### config.mk
export PLATFORM = sky130hd
export DESIGN_NAME = buddy_block_allocator
export DESIGN_NICKNAME = d
export VERILOG_FILES = /design/src/rtl/bba_pkg.sv /design/src/rtl/bba_ram.sv /design/src/rtl/bba_store.sv /design/src/rtl/buddy_block_allocator.sv
export VERILOG_INCLUDE_DIRS = /design/src /design/src/rtl
export SDC_FILE = /design/constraint.sdc
export NUM_CORES = 2
export LEC_CHECK = 0
export BUFFER_PORTS_ARGS = -buffer_cell sky130_fd_sc_hd__buf_4
export CORE_UTILIZATION = 45
export CTS_BUF_LIST = sky130_fd_sc_hd__clkbuf_4
export CTS_CLUSTER_SIZE = 24
export DETAILED_ROUTE_END_ITERATION = 10
export GPL_ROUTABILITY_DRIVEN = 0
export PLACE_DENSITY = 0.6
export SLEW_MARGIN = 15
export SYNTH_ARGS = -nofsm -noshare
export SYNTH_HDL_FRONTEND = slang
export SYNTH_SLANG_ARGS = --single-unit
### constraint.sdc
create_clock -name aclk -period 11.9 [get_ports aclk]
set_clock_uncertainty 0.1 [all_clocks]
set_input_delay 1.785 -clock aclk [delete_from_list [all_inputs] [get_ports aclk]]
set_output_delay 1.785 -clock aclk [all_outputs]
set_load 0.1 [all_outputs]
### src/rtl/buddy_block_allocator_macros.svh
// ============================================================================
// Buddy block allocator assertion macros
// Concurrent assertion wrappers, compiled out when ASSERT_OFF is defined.
// ============================================================================
`ifndef BUDDY_BLOCK_ALLOCATOR_MACROS_SVH
`define BUDDY_BLOCK_ALLOCATOR_MACROS_SVH
`ifndef ASSERT_OFF
// Plain property under reset
`define BBA_ASSERT(lbl, clk, rstn, prop, msg) \
    lbl: assert property (@(posedge clk) disable iff (!(rstn)) (prop)) else $error(msg);
// Antecedent implies consequent in the same cycle
`define BBA_ASSERT_IMPL(lbl, clk, rstn, ante, cons, msg) \
    lbl: assert property (@(posedge clk) disable iff (!(rstn)) (ante) |-> (cons)) \
        else $error(msg);
`else
`define BBA_ASSERT(lbl, clk, rstn, prop, msg)
`define BBA_ASSERT_IMPL(lbl, clk, rstn, ante, cons, msg)
`endif
`endif

### src/rtl/bba_pkg.sv
// ============================================================================
// Buddy block allocator package
// Beat types, status codes and default parameter values.
// ============================================================================
package bba_pkg;

    localparam int LEVELS_DEF          = 8;
    localparam int MIN_BLOCK_BYTES_DEF = 4096;
    localparam int HLEV_W              = 4;

    localparam logic REQ_ALLOC = 1'b0;
    localparam logic REQ_FREE  = 1'b1;

    typedef enum logic [1:0] {
        ST_OK           = 2'd0,
        ST_NO_SPACE     = 2'd1,
        ST_TOO_LARGE    = 2'd2,
        ST_INVALID_FREE = 2'd3
    } status_t;

    typedef struct packed {
        logic        req_type;
        logic [31:0] request_bytes;
        logic [6:0]  block_offset;
    } req_t;

    typedef struct packed {
        status_t    status;
        logic [6:0] granted_offset;
        logic [2:0] granted_level;
    } rsp_t;

endpackage

### src/rtl/bba_ram.sv
// ============================================================================
// Generic RAM
// One write port, one read port with registered read data.
// ============================================================================
module bba_ram #(
    parameter int WIDTH = 8,
    parameter int DEPTH = 16
) (
    input  logic                     aclk,
    input  logic                     wr_en,
    input  logic [$clog2(DEPTH)-1:0] wr_addr,
    input  logic [WIDTH-1:0]         wr_data,
    input  logic                     rd_en,
    input  logic [$clog2(DEPTH)-1:0] rd_addr,
    output logic [WIDTH-1:0]         rd_data
);

    logic [WIDTH-1:0] mem_reg [DEPTH];
    logic [WIDTH-1:0] rd_data_reg;

    always_ff @(posedge aclk) begin
        if (wr_en) begin
            mem_reg[wr_addr] <= wr_data;
        end
        if (rd_en) begin
            rd_data_reg <= mem_reg[rd_addr];
        end
    end

    assign rd_data = rd_data_reg;

endmodule

### src/rtl/bba_store.sv
// ============================================================================
// Buddy block allocator header store
// Per-unit link and header in RAM; written marks give reset contents.
// ============================================================================
module bba_store #(
    parameter int LEVELS = bba_pkg::LEVELS_DEF
) (
    input  logic                      aclk,
    input  logic                      aresetn,
    input  logic                      wr_en,
    input  logic [LEVELS-2:0]         wr_addr,
    input  logic [LEVELS-1:0]         wr_next,
    input  logic [bba_pkg::HLEV_W-1:0] wr_level,
    input  logic                      wr_free,
    input  logic                      wr_valid,
    input  logic                      rd_en,
    input  logic [LEVELS-2:0]         rd_addr,
    output logic [LEVELS-1:0]         rd_next,
    output logic [bba_pkg::HLEV_W-1:0] rd_level,
    output logic                      rd_free,
    output logic                      rd_valid
);

    localparam int UNITS = 1 << (LEVELS - 1);
    localparam int EW    = LEVELS + bba_pkg::HLEV_W + 2;

    logic [UNITS-1:0] mark_reg;
    logic             rd_mark_reg;
    logic             rd_unit0_reg;
    logic [EW-1:0]    ram_rd_data;
    logic [EW-1:0]    dflt;
    logic [EW-1:0]    entry;

    bba_ram #(
        .WIDTH (EW),
        .DEPTH (UNITS)
    ) u_ram (
        .aclk    (aclk),
        .wr_en   (wr_en),
        .wr_addr (wr_addr),
        .wr_data ({wr_next, wr_level, wr_free, wr_valid}),
        .rd_en   (rd_en),
        .rd_addr (rd_addr),
        .rd_data (ram_rd_data)
    );

    always_ff @(posedge aclk) begin
        if (!aresetn) begin
            mark_reg     <= '0;
            rd_mark_reg  <= 1'b0;
            rd_unit0_reg <= 1'b0;
        end else begin
            if (wr_en) begin
                mark_reg[wr_addr] <= 1'b1;
            end
            if (rd_en) begin
                rd_mark_reg  <= mark_reg[rd_addr];
                rd_unit0_reg <= (rd_addr == '0);
            end
        end
    end

    assign dflt = rd_unit0_reg
                ? {LEVELS'(UNITS), bba_pkg::HLEV_W'(LEVELS - 1), 1'b1, 1'b1}
                : {LEVELS'(UNITS), bba_pkg::HLEV_W'(0), 1'b0, 1'b0};
    assign entry = rd_mark_reg ? ram_rd_data : dflt;

    assign {rd_next, rd_level, rd_free, rd_valid} = entry;

endmodule

### src/rtl/buddy_block_allocator.sv
// ============================================================================
// Buddy block allocator
// Allocates and frees power-of-two blocks of one pool with a small sequencer.
// ============================================================================
//  Channel  Direction  Ports                    Beat
//  s_       in         s_valid s_ready s_data   bba_pkg::req_t
//  m_       out        m_valid m_ready m_data   bba_pkg::rsp_t
//
//  Allocate: size steps (up to LEVELS), search steps (up to LEVELS) and
//  splits (up to LEVELS-1). Free: a header check, then per merge level a
//  buddy check and a walk of up to 2^(LEVELS-1) free-list entries; the header
//  RAM port and the one list walker serialise these steps. Ready only while idle;
//  a result waiting on m_ready stalls the next result, not acceptance.
//  Reset is synchronous; the pool starts as one free top block.
module buddy_block_allocator #(
    parameter int LEVELS          = bba_pkg::LEVELS_DEF,
    parameter int MIN_BLOCK_BYTES = bba_pkg::MIN_BLOCK_BYTES_DEF
) (
    input  logic          aclk,
    input  logic          aresetn,
    input  logic          s_valid,
    output logic          s_ready,
    input  bba_pkg::req_t s_data,
    output logic          m_valid,
    input  logic          m_ready,
    output bba_pkg::rsp_t m_data
);

    `include "buddy_block_allocator_macros.svh"

    localparam int UNITS = 1 << (LEVELS - 1);
    localparam int AW    = LEVELS - 1;
    localparam int LW    = $clog2(LEVELS);
    localparam int HW    = bba_pkg::HLEV_W;
    localparam int LIM_W = 48;
    localparam logic [LW-1:0]     TOP = LW'(LEVELS - 1);
    localparam logic [LEVELS-1:0] NIL = LEVELS'(UNITS);

    typedef enum logic [13:0] {
        S_IDLE     = 14'b00000000000001,
        S_SIZE     = 14'b00000000000010,
        S_SEARCH   = 14'b00000000000100,
        S_POP      = 14'b00000000001000,
        S_SPLIT    = 14'b00000000010000,
        S_FCHK     = 14'b00000000100000,
        S_BUD      = 14'b00000001000000,
        S_BUDCHK   = 14'b00000010000000,
        S_WALK     = 14'b00000100000000,
        S_WALKD    = 14'b00001000000000,
        S_MERGE_HI = 14'b00010000000000,
        S_MERGE_LO = 14'b00100000000000,
        S_PUSH     = 14'b01000000000000,
        S_RESP     = 14'b10000000000000
    } state_t;

    state_t              state_reg;
    logic [LW-1:0]       lvl_reg;
    logic [LW-1:0]       req_lvl_reg;
    logic [31:0]         bytes_reg;
    logic [AW-1:0]       blk_reg;
    logic [LEVELS-1:0]   blk_next_reg;
    logic [AW-1:0]       bud_reg;
    logic [LEVELS-1:0]   bud_next_reg;
    logic [LEVELS-1:0]   cur_reg;
    logic [LEVELS-1:0]   prev_reg;
    logic [HW-1:0]       prev_level_reg;
    logic                prev_free_reg;
    logic                prev_valid_reg;
    logic [LEVELS-1:0]   steps_reg;
    logic [LEVELS-1:0]   head_reg [LEVELS];
    bba_pkg::rsp_t       res_reg;
    logic                m_valid_reg;
    bba_pkg::rsp_t       m_data_reg;

    logic                wr_en;
    logic [AW-1:0]       wr_addr;
    logic [LEVELS-1:0]   wr_next;
    logic [HW-1:0]       wr_level;
    logic                wr_free;
    logic                wr_valid;
    logic                rd_en;
    logic [AW-1:0]       rd_addr;
    logic [LEVELS-1:0]   rd_next;
    logic [HW-1:0]       rd_level;
    logic                rd_free;
    logic                rd_valid;

    logic [LIM_W-1:0]    limit;
    logic [LW-1:0]       lvl_dn;
    logic [LW-1:0]       sat_lvl;
    logic [AW-1:0]       bud_addr;
    logic [AW-1:0]       lo_addr;
    logic [AW-1:0]       hi_addr;
    logic [LEVELS-1:0]   lo_next;
    logic                out_free;
    logic                s_acc;

    bba_store #(
        .LEVELS (LEVELS)
    ) u_store (
        .aclk     (aclk),
        .aresetn  (aresetn),
        .wr_en    (wr_en),
        .wr_addr  (wr_addr),
        .wr_next  (wr_next),
        .wr_level (wr_level),
        .wr_free  (wr_free),
        .wr_valid (wr_valid),
        .rd_en    (rd_en),
        .rd_addr  (rd_addr),
        .rd_next  (rd_next),
        .rd_level (rd_level),
        .rd_free  (rd_free),
        .rd_valid (rd_valid)
    );

    assign s_ready  = (state_reg == S_IDLE);
    assign s_acc    = s_valid && s_ready;
    assign out_free = !m_valid_reg || m_ready;
    assign m_valid  = m_valid_reg;
    assign m_data   = m_data_reg;

    assign limit    = LIM_W'(MIN_BLOCK_BYTES) << lvl_reg;
    assign lvl_dn   = lvl_reg - 1'b1;
    assign sat_lvl  = (rd_level > HW'(LEVELS - 1)) ? TOP : LW'(rd_level);
    assign bud_addr = blk_reg ^ (AW'(1) << lvl_reg);
    assign lo_addr  = (bud_reg < blk_reg) ? bud_reg : blk_reg;
    assign hi_addr  = (bud_reg < blk_reg) ? blk_reg : bud_reg;
    assign lo_next  = (bud_reg < blk_reg) ? bud_next_reg : blk_next_reg;

    always_comb begin
        wr_en    = 1'b0;
        wr_addr  = blk_reg;
        wr_next  = NIL;
        wr_level = '0;
        wr_free  = 1'b0;
        wr_valid = 1'b0;
        rd_en    = 1'b0;
        rd_addr  = blk_reg;
        case (state_reg)
            S_IDLE: begin
                rd_en   = s_acc && (s_data.req_type == bba_pkg::REQ_FREE);
                rd_addr = AW'(s_data.block_offset);
            end
            S_SEARCH: begin
                rd_en   = !head_reg[lvl_reg][LEVELS-1];
                rd_addr = head_reg[lvl_reg][AW-1:0];
            end
            S_POP: begin
                wr_en    = 1'b1;
                wr_level = HW'(req_lvl_reg);
                wr_valid = 1'b1;
            end
            S_SPLIT: begin
                wr_en    = (lvl_reg != req_lvl_reg);
                wr_addr  = blk_reg + (AW'(1) << lvl_dn);
                wr_next  = head_reg[lvl_dn];
                wr_level = HW'(lvl_dn);
                wr_free  = 1'b1;
                wr_valid = 1'b1;
            end
            S_FCHK: begin
                wr_en    = rd_valid && !rd_free;
                wr_next  = rd_next;
                wr_level = HW'(sat_lvl);
                wr_free  = 1'b1;
                wr_valid = 1'b1;
            end
            S_BUD: begin
                rd_en   = (lvl_reg != TOP);
                rd_addr = bud_addr;
            end
            S_WALK: begin
                if (!cur_reg[LEVELS-1] && (steps_reg != LEVELS'(UNITS))) begin
                    if (cur_reg[AW-1:0] == bud_reg) begin
                        wr_en    = !prev_reg[LEVELS-1];
                        wr_addr  = prev_reg[AW-1:0];
                        wr_next  = bud_next_reg;
                        wr_level = prev_level_reg;
                        wr_free  = prev_free_reg;
                        wr_valid = prev_valid_reg;
                    end else begin
                        rd_en   = 1'b1;
                        rd_addr = cur_reg[AW-1:0];
                    end
                end
            end
            S_MERGE_HI: begin
                wr_en   = 1'b1;
                wr_addr = hi_addr;
            end
            S_MERGE_LO: begin
                wr_en    = 1'b1;
                wr_addr  = lo_addr;
                wr_next  = lo_next;
                wr_level = HW'(lvl_reg + 1'b1);
                wr_free  = 1'b1;
                wr_valid = 1'b1;
            end
            S_PUSH: begin
                wr_en    = 1'b1;
                wr_next  = head_reg[lvl_reg];
                wr_level = HW'(lvl_reg);
                wr_free  = 1'b1;
                wr_valid = 1'b1;
            end
            default: begin
            end
        endcase
    end

    always_ff @(posedge aclk) begin
        if (!aresetn) begin
            state_reg   <= S_IDLE;
            m_valid_reg <= 1'b0;
            lvl_reg     <= '0;
            for (int i = 0; i < LEVELS; i++) begin
                head_reg[i] <= (i == LEVELS - 1) ? '0 : NIL;
            end
        end else begin
            if (m_valid_reg && m_ready && (state_reg != S_RESP)) begin
                m_valid_reg <= 1'b0;
            end
            case (state_reg)
                S_IDLE: begin
                    if (s_acc) begin
                        lvl_reg   <= '0;
                        bytes_reg <= s_data.request_bytes;
                        blk_reg   <= AW'(s_data.block_offset);
                        state_reg <= (s_data.req_type == bba_pkg::REQ_FREE) ? S_FCHK : S_SIZE;
                    end
                end
                S_SIZE: begin
                    if (LIM_W'(bytes_reg) <= limit) begin
                        req_lvl_reg <= lvl_reg;
                        state_reg   <= S_SEARCH;
                    end else if (lvl_reg == TOP) begin
                        res_reg   <= '{bba_pkg::ST_TOO_LARGE, 7'd0, 3'd0};
                        state_reg <= S_RESP;
                    end else begin
                        lvl_reg <= lvl_reg + 1'b1;
                    end
                end
                S_SEARCH: begin
                    if (!head_reg[lvl_reg][LEVELS-1]) begin
                        blk_reg   <= head_reg[lvl_reg][AW-1:0];
                        state_reg <= S_POP;
                    end else if (lvl_reg == TOP) begin
                        res_reg   <= '{bba_pkg::ST_NO_SPACE, 7'd0, 3'd0};
                        state_reg <= S_RESP;
                    end else begin
                        lvl_reg <= lvl_reg + 1'b1;
                    end
                end
                S_POP: begin
                    head_reg[lvl_reg] <= rd_next;
                    state_reg         <= S_SPLIT;
                end
                S_SPLIT: begin
                    if (lvl_reg == req_lvl_reg) begin
                        res_reg   <= '{bba_pkg::ST_OK, 7'(blk_reg), 3'(lvl_reg)};
                        state_reg <= S_RESP;
                    end else begin
                        head_reg[lvl_dn] <= LEVELS'(blk_reg + (AW'(1) << lvl_dn));
                        lvl_reg          <= lvl_dn;
                    end
                end
                S_FCHK: begin
                    if (!rd_valid || rd_free) begin
                        res_reg   <= '{bba_pkg::ST_INVALID_FREE, 7'd0, 3'd0};
                        state_reg <= S_RESP;
                    end else begin
                        lvl_reg      <= sat_lvl;
                        blk_next_reg <= rd_next;
                        state_reg    <= S_BUD;
                    end
                end
                S_BUD: begin
                    bud_reg   <= bud_addr;
                    state_reg <= (lvl_reg == TOP) ? S_PUSH : S_BUDCHK;
                end
                S_BUDCHK: begin
                    if (!rd_valid || !rd_free || (rd_level != HW'(lvl_reg))) begin
                        state_reg <= S_PUSH;
                    end else begin
                        bud_next_reg <= rd_next;
                        cur_reg      <= head_reg[lvl_reg];
                        prev_reg     <= NIL;
                        steps_reg    <= '0;
                        state_reg    <= S_WALK;
                    end
                end
                S_WALK: begin
                    if (cur_reg[LEVELS-1] || (steps_reg == LEVELS'(UNITS))) begin
                        state_reg <= S_MERGE_HI;
                    end else if (cur_reg[AW-1:0] == bud_reg) begin
                        if (prev_reg[LEVELS-1]) begin
                            head_reg[lvl_reg] <= bud_next_reg;
                        end
                        state_reg <= S_MERGE_HI;
                    end else begin
                        state_reg <= S_WALKD;
                    end
                end
                S_WALKD: begin
                    prev_reg       <= cur_reg;
                    prev_level_reg <= rd_level;
                    prev_free_reg  <= rd_free;
                    prev_valid_reg <= rd_valid;
                    cur_reg        <= rd_next;
                    steps_reg      <= steps_reg + 1'b1;
                    state_reg      <= S_WALK;
                end
                S_MERGE_HI: begin
                    state_reg <= S_MERGE_LO;
                end
                S_MERGE_LO: begin
                    blk_reg      <= lo_addr;
                    blk_next_reg <= lo_next;
                    lvl_reg      <= lvl_reg + 1'b1;
                    state_reg    <= S_BUD;
                end
                S_PUSH: begin
                    head_reg[lvl_reg] <= LEVELS'(blk_reg);
                    res_reg           <= '{bba_pkg::ST_OK, 7'(blk_reg), 3'(lvl_reg)};
                    state_reg         <= S_RESP;
                end
                S_RESP: begin
                    if (out_free) begin
                        m_valid_reg <= 1'b1;
                        m_data_reg  <= res_reg;
                        state_reg   <= S_IDLE;
                    end
                end
                default: begin
                    state_reg <= S_IDLE;
                end
            endcase
        end
    end

    `BBA_ASSERT(a_onehot_state, aclk, aresetn, $onehot(state_reg), "state not one-hot")
    `BBA_ASSERT(a_no_rw_clash, aclk, aresetn, !(wr_en && rd_en && (wr_addr == rd_addr)), "RAM read and write clash")
    `BBA_ASSERT(a_lvl_range, aclk, aresetn, lvl_reg <= TOP, "level beyond top")
    `BBA_ASSERT_IMPL(a_acc_busy, aclk, aresetn, s_acc, ##1 (state_reg != S_IDLE), "accepted beat left block idle")

endmodule

-- After elaboration in Yosys (flattened, before gate mapping)
Memory sizes are Yosys's and may differ from the RTL's. A register that Yosys moved wholly into a read port is not among the register bits.
Index checks and enable logic that the tools add are counted.
- bitwise logic cells: 5
- equality and inequality tests: 35
- multiplexer cells: 104
- add/subtract/negate cells: 6
- $lt $le $gt $ge: 6
- shift operators: 4
- reduce and logical (&&, ||, !) cells: 41
- operators by type and width (cell ; number):
    one-hot mux 14 bit (14 select lines) ; 1
    bitwise OR 128 bit ; 1
    2-to-1 mux 14 bit ; 8
    2-to-1 mux 8 bit ; 11
    2-to-1 mux 12 bit ; 6
    one-hot mux 8 bit (2 select lines) ; 4
    one-hot mux 12 bit (5 select lines) ; 1
    2-to-1 mux 7 bit ; 8
    one-hot mux 7 bit (4 select lines) ; 2
    <= comparator 32 x 48 -> 1 bit ; 1
    << shifter 13 x 3 -> 48 bit (first input constant) ; 1
    one-hot mux 8 bit (5 select lines) ; 1
    2-to-1 mux 1 bit ; 34
    2-to-1 mux 3 bit ; 11
    2-to-1 mux 13 bit ; 2
    one-hot mux 4 bit (6 select lines) ; 1
    2-to-1 mux 11 bit ; 2
    != test 2 bit (second input constant) ; 11
    one-hot mux 7 bit (3 select lines) ; 1
    AND reduction 3 bit ; 7
    one-hot mux 3 bit (6 select lines) ; 1
    < comparator 7 x 8 -> 1 bit (second input constant) ; 2
    OR reduction 8 bit ; 2
    == test 14 x 1 -> 1 bit (second input constant) ; 1
    other kinds (58) ; 81
- register bits after elaboration: 267
- output and inout bits: 14
- logic and storage cells: 227
- bits of input ports: 44
- memories: 2
- RAM bits: 1856
- memory list (memory ; words ; bits a word ; rd ports ; clocked after memory_dff ; wr ports ; line ; source):
    u_store.u_ram.mem_reg ; 128 ; 14 ; 1 ; 1 ; 1 ; bba_ram.sv:18 ; logic [WIDTH-1:0] mem_reg [DEPTH];
    head_reg ; 8 ; 8 ; 2 ; 1 ; 8 ; buddy_block_allocator.sv:70 ; logic [LEVELS-1:0] head_reg [LEVELS];

-- Logic depth before layout (Yosys ltp)
- word-level depth: 11
- depth in mapped cells: 19
- mapped depth without buffers: 16

-- By module
A second synthesis with hierarchy kept.
- cell total of the unflattened synthesis: 4298
- area total of the unflattened synthesis: 86237.7 sq um
- modules (own cells, without submodules) (module ; cells an instance ; area each (sq um) ; instances ; seq. area each (sq um)):
    bba_ram ; 2723 ; 68988.7 ; 1 ; 54232.0
    buddy_block_allocator ; 972 ; 11447.2 ; 1 ; 5915.7
    bba_store ; 603 ; 5801.8 ; 1 ; 2602.5

-- Least setup slack after synthesis
No wires, ideal clock.
- path type: register -> register
- start point: reg state_reg[0]
- end point: mem u_store.u_ram.mem_reg[0][5] (netlist bit), data pin
- clock period less this slack: 10577 ps
- setup slack: 1323 ps
- arrival time: 8889 ps
- stages on the path, launching flop included: 7
- library setup time: 1588 ps
- cell sequence: dfxtp_1 buf_2 or4_4 nor4_4 nand4b_1 clkbuf_1 o41ai_1
- longest elaborated chain between the ends: 2
- elaborated cells between the ends (all ways): 7
- classes of those cells: eq/ne: 6; mux: 1
- RTL lines (item ; line ; source):
    start, declared ; buddy_block_allocator.sv:56 ; state_t state_reg;
    start signal, assigned ; buddy_block_allocator.sv:230 ; state_reg <= (s_data.req_type == bba_pkg::REQ_FREE) ? S_FCHK : S_SIZE;
    start signal, assigned ; buddy_block_allocator.sv:280 ; state_reg <= (lvl_reg == TOP) ? S_PUSH : S_BUDCHK;
    == test 14 x 13 -> 1 bit, or another cell as far along ; buddy_block_allocator.sv:140 ; case (state_reg)
    one-hot mux 4 bit (6 select lines) * ; buddy_block_allocator.sv:140 ;
    named net u_store.u_ram.wr_data[5] ; bba_ram.sv:12 ; input logic [WIDTH-1:0] wr_data,
    end, declared ; bba_ram.sv:18 ;
The timed path passes the listed nets; every way through them passes the cells marked *.

-- Final worst setup path
- start point: reg lvl_reg[0]
- end point: mem u_store.u_ram.mem_reg[29][2] (netlist bit), enable pin
- longest elaborated chain between the ends: 4
- elaborated cells between the ends (all ways): 8
- classes of those cells: add/sub: 2; eq/ne: 1; shift: 1; mux: 4
- RTL lines (item ; line ; source):
    start, declared ; buddy_block_allocator.sv:57 ; logic [LW-1:0] lvl_reg;
    start signal, assigned ; buddy_block_allocator.sv:241 ; lvl_reg <= lvl_reg + 1'b1;
    start signal, assigned ; buddy_block_allocator.sv:252 ; lvl_reg <= lvl_reg + 1'b1;
    start signal, assigned ; buddy_block_allocator.sv:265 ; lvl_reg <= lvl_dn;
    subtractor 3 x 1 -> 3 bit or != test 3 bit (tied branches) ; buddy_block_allocator.sv:124, buddy_block_allocator.sv:155 ;
    << shifter 1 x 3 -> 7 bit or one-hot mux 1 bit (4 select lines) (tied branches) ; buddy_block_allocator.sv:156, buddy_block_allocator.sv:140 ;
    adder 7 bit or 2-to-1 mux 1 bit (tied branches) ; buddy_block_allocator.sv:156, bba_ram.sv:22 ;
    one-hot mux 7 bit (4 select lines) or 2-to-1 mux 1 bit (tied branches) ; buddy_block_allocator.sv:140, bba_ram.sv:23 ;
Parallel ways exist; a longest one is shown, timed or not.

==> impl_metrics.toml <==
[drt]
drt_pre_antenna_iters = 6
ant_nets = 0
wl_per_cell_um = 24.63
drc = 0
drt_iter0_drc = 8120
viasPerCell = 5.781
drt-total-wl_mm = 263.1
vias = 61760

[synth]
synth_most_common_cell = "nand2_1"
synth_top_area_frac = 0.6767
synth_top_family_by_area = "simple AND/OR/NAND/NOR gates"
synth_xor_area_frac = 0.003473
yosysTopAreaCell = "edfxtp_1"
yosys_warnings = 0
synth_compound_area_frac = 0.04502
synthMuxAreaShare = 0.01463
synth-adder-area-share = 0.004621
ys.flop_type = "edfxtp_1"
ys_types = 83
postSynthAreaPerCell_um2 = 11.97
synthArstFlopShare = 0
synthCells = 7372
synth_edf_count = 1989
ys_seq_area_frac = 0.7109
synth-simple-area-share = 0.1965
ys_ff_latch = 2140
synthTopCellsByArea = "edfxtp_1 (68%), nand2_1 (8.9%), nand3_1 (7.1%)"
netlist_area_mm2 = 0.08827
synth_commonest_cells = "nand2_1 (2,096), edfxtp_1 (1,989), nand3_1 (1,251), clkbuf_1 (307), nor2_1 (277)"
synth_nets = 7448

[setup_path]
end_kind = "flip-flop"
required_ns = 12.74
crit_fanout = 29
crit_slowest_cell = "nor2_1"
cp-start-kind = "flip-flop"
crit_family = "simple AND/OR/NAND/NOR gates"
worst_ep_arrival_time_ns = 8.11
cp_num_buf_inv = 1
slowest_delay_ns = 1.22
ff2ff_setup_slack_ns = 4.63
critical_path_class = "reg2reg"
cp_cell_sequence = "inv_1, ha_1, xnor2_1, and2_1, ha_1, a21o_1, a21oi_1, o21bai_1, a21oi_1, xnor2_1, a222oi_1, a21boi_4, nand4bb_1, nor2_1"

[placement]
pre_cts_ws_ns = 4.912
numPortBuffers = 57
dpl_cell_area_mm2 = 0.09139
hpwl_mm = 149.5

[power_and_ir_drop]
p_leak_nw = 34.15
pwr_density_cell_mw_per_mm2 = 201.3
peakVddDrop_uv = 141.5

[floorplan]
initial_utilization = 0.4531
io_pins = 58
die_w_um = 444.9
die_area_mm2 = 0.1979
die_y_um = 444.9
rows = 162
coreArea_mm2 = 0.1948

[min_path]
hp-class = "reg2reg"

[clock_network]
clk_pin_slew_ns = 0.07
cts_made_buffers = 583
postCtsSetupBuffers = 0
numClockSinks = 2140
h-tree-depth = 6
cts.path.max_buffers = 4
clock_tree.root_cell = "clkbuf_4"
insertion_delay_ns = 1.41
cts_resized = 0
cts_hold_buf = 0
cts_tree = "done"

[grt]
grt_start_max_net_pins = 179
antenna_found_initial = 10
grt_pass1_vias = 59220
overflow = 0
grt_usage = 0.2616
grt_pass1_wl_mm = 385.9

[cells_and_area]
drive_above_1_share = 0.1575
fillers = 17240
fin_area_mm2 = 0.09865
syn_to_final_growth_pct = 11.76
finalNetCount = 7729
largest_reg_flops = 1792

[sta]
fin_crit_ns = 7.266
setup_tns_ns = 0
rsz0062_at_grt = "false"
setup_violations = 0
hold_viol_final = 0
min_period_over_period = 0.6106
fin_ws_ns = 4.634
worst_pin_slew_ns = 1.226
fmax_ghz = 0.1376
slew-limit-headroom = 0.1800
slew_viol_final = 0
holdWs_ns = 0.3085

[run]
maxCapViolations = 0

[run_status]
outcome = "finished, final reports clean"
==> metrics by stage <==
stage / total power [W] / cells / utilization
final: 0.01986 / 10680 / 0.5064
after floorplan: 0.01170 / 7372 / -
after global routing: 0.02077 / 10680 / 0.5064
after global placement: 0.01344 / 9690 / 0.4688
after detailed placement: 0.01347 / 9692 / 0.4692
after CTS: 0.01993 / 10670 / 0.5059
==> cells in the final DEF, fill, tap and decap left out, drive strengths merged, types with 97 or more instances in the layout <==
cell type  instances
a21oi             97
nand3           1251
edfxtp          1989
nand2           2098
and3             125
clkbuf           875
dfxtp            151
a31oi            132
buf              202
nor2             285
o21ai            125
==> layer usage <==
| metal | routed length (um) | vias to the layer above | track usage |
|---|---|---|---|
| met2 | 119300 | 3242 | 0.3973 |
| met1 | 106900 | 30260 | 0.3579 |
| li1 | - | 27690 | - |
| met4 | 11240 | 4 | 0.1220 |
| met5 | 32 | - | 0 |
| met3 | 25550 | 565 | 0.05902 |
==> final cells by class <==
cell class	instances	area, um2	area share
timing repair buffer	202	1660	0.01683
inverter	33	123.9	0.001256
tap	2624	3283	0.03328
antenna	9	22.52	0.0002283
sequential	2140	62750	0.6361
multi-input combinational	4693	23650	0.2398
clock buffer	875	6569	0.06659
clock inverter	107	583.1	0.005911
==> power breakdown <==
group	leakage (nW)	switching (W)	internal, W
sequential	16.9	0.0000572	0.00819
clock	4.34	0.00301	0.00346
combinational	12.9	0.00374	0.00140
total	34.2	0.00680	0.0131
==> cell families after synthesis <==
kind of cell,after synthesis
compound gates,595
xor+xnor,35
fa+ha+maj,32
buf+inv,539
flops,2140
mux,89
simple gates,3942
==> worst paths after layout <==
| kind | depth (start not counted) | endpoint | from |
|---|---|---|---|
| max | 14 | u_store.u_ram.mem_reg[29][2] | lvl_reg[0] |
| min | 0 | m_data[9] | res_reg[9] |
| max reg2reg | 14 | u_store.u_ram.mem_reg[29][2] | lvl_reg[0] |
| min reg2reg | 0 | m_data[9] | res_reg[9] |
(Power assumes the default switching activity.)
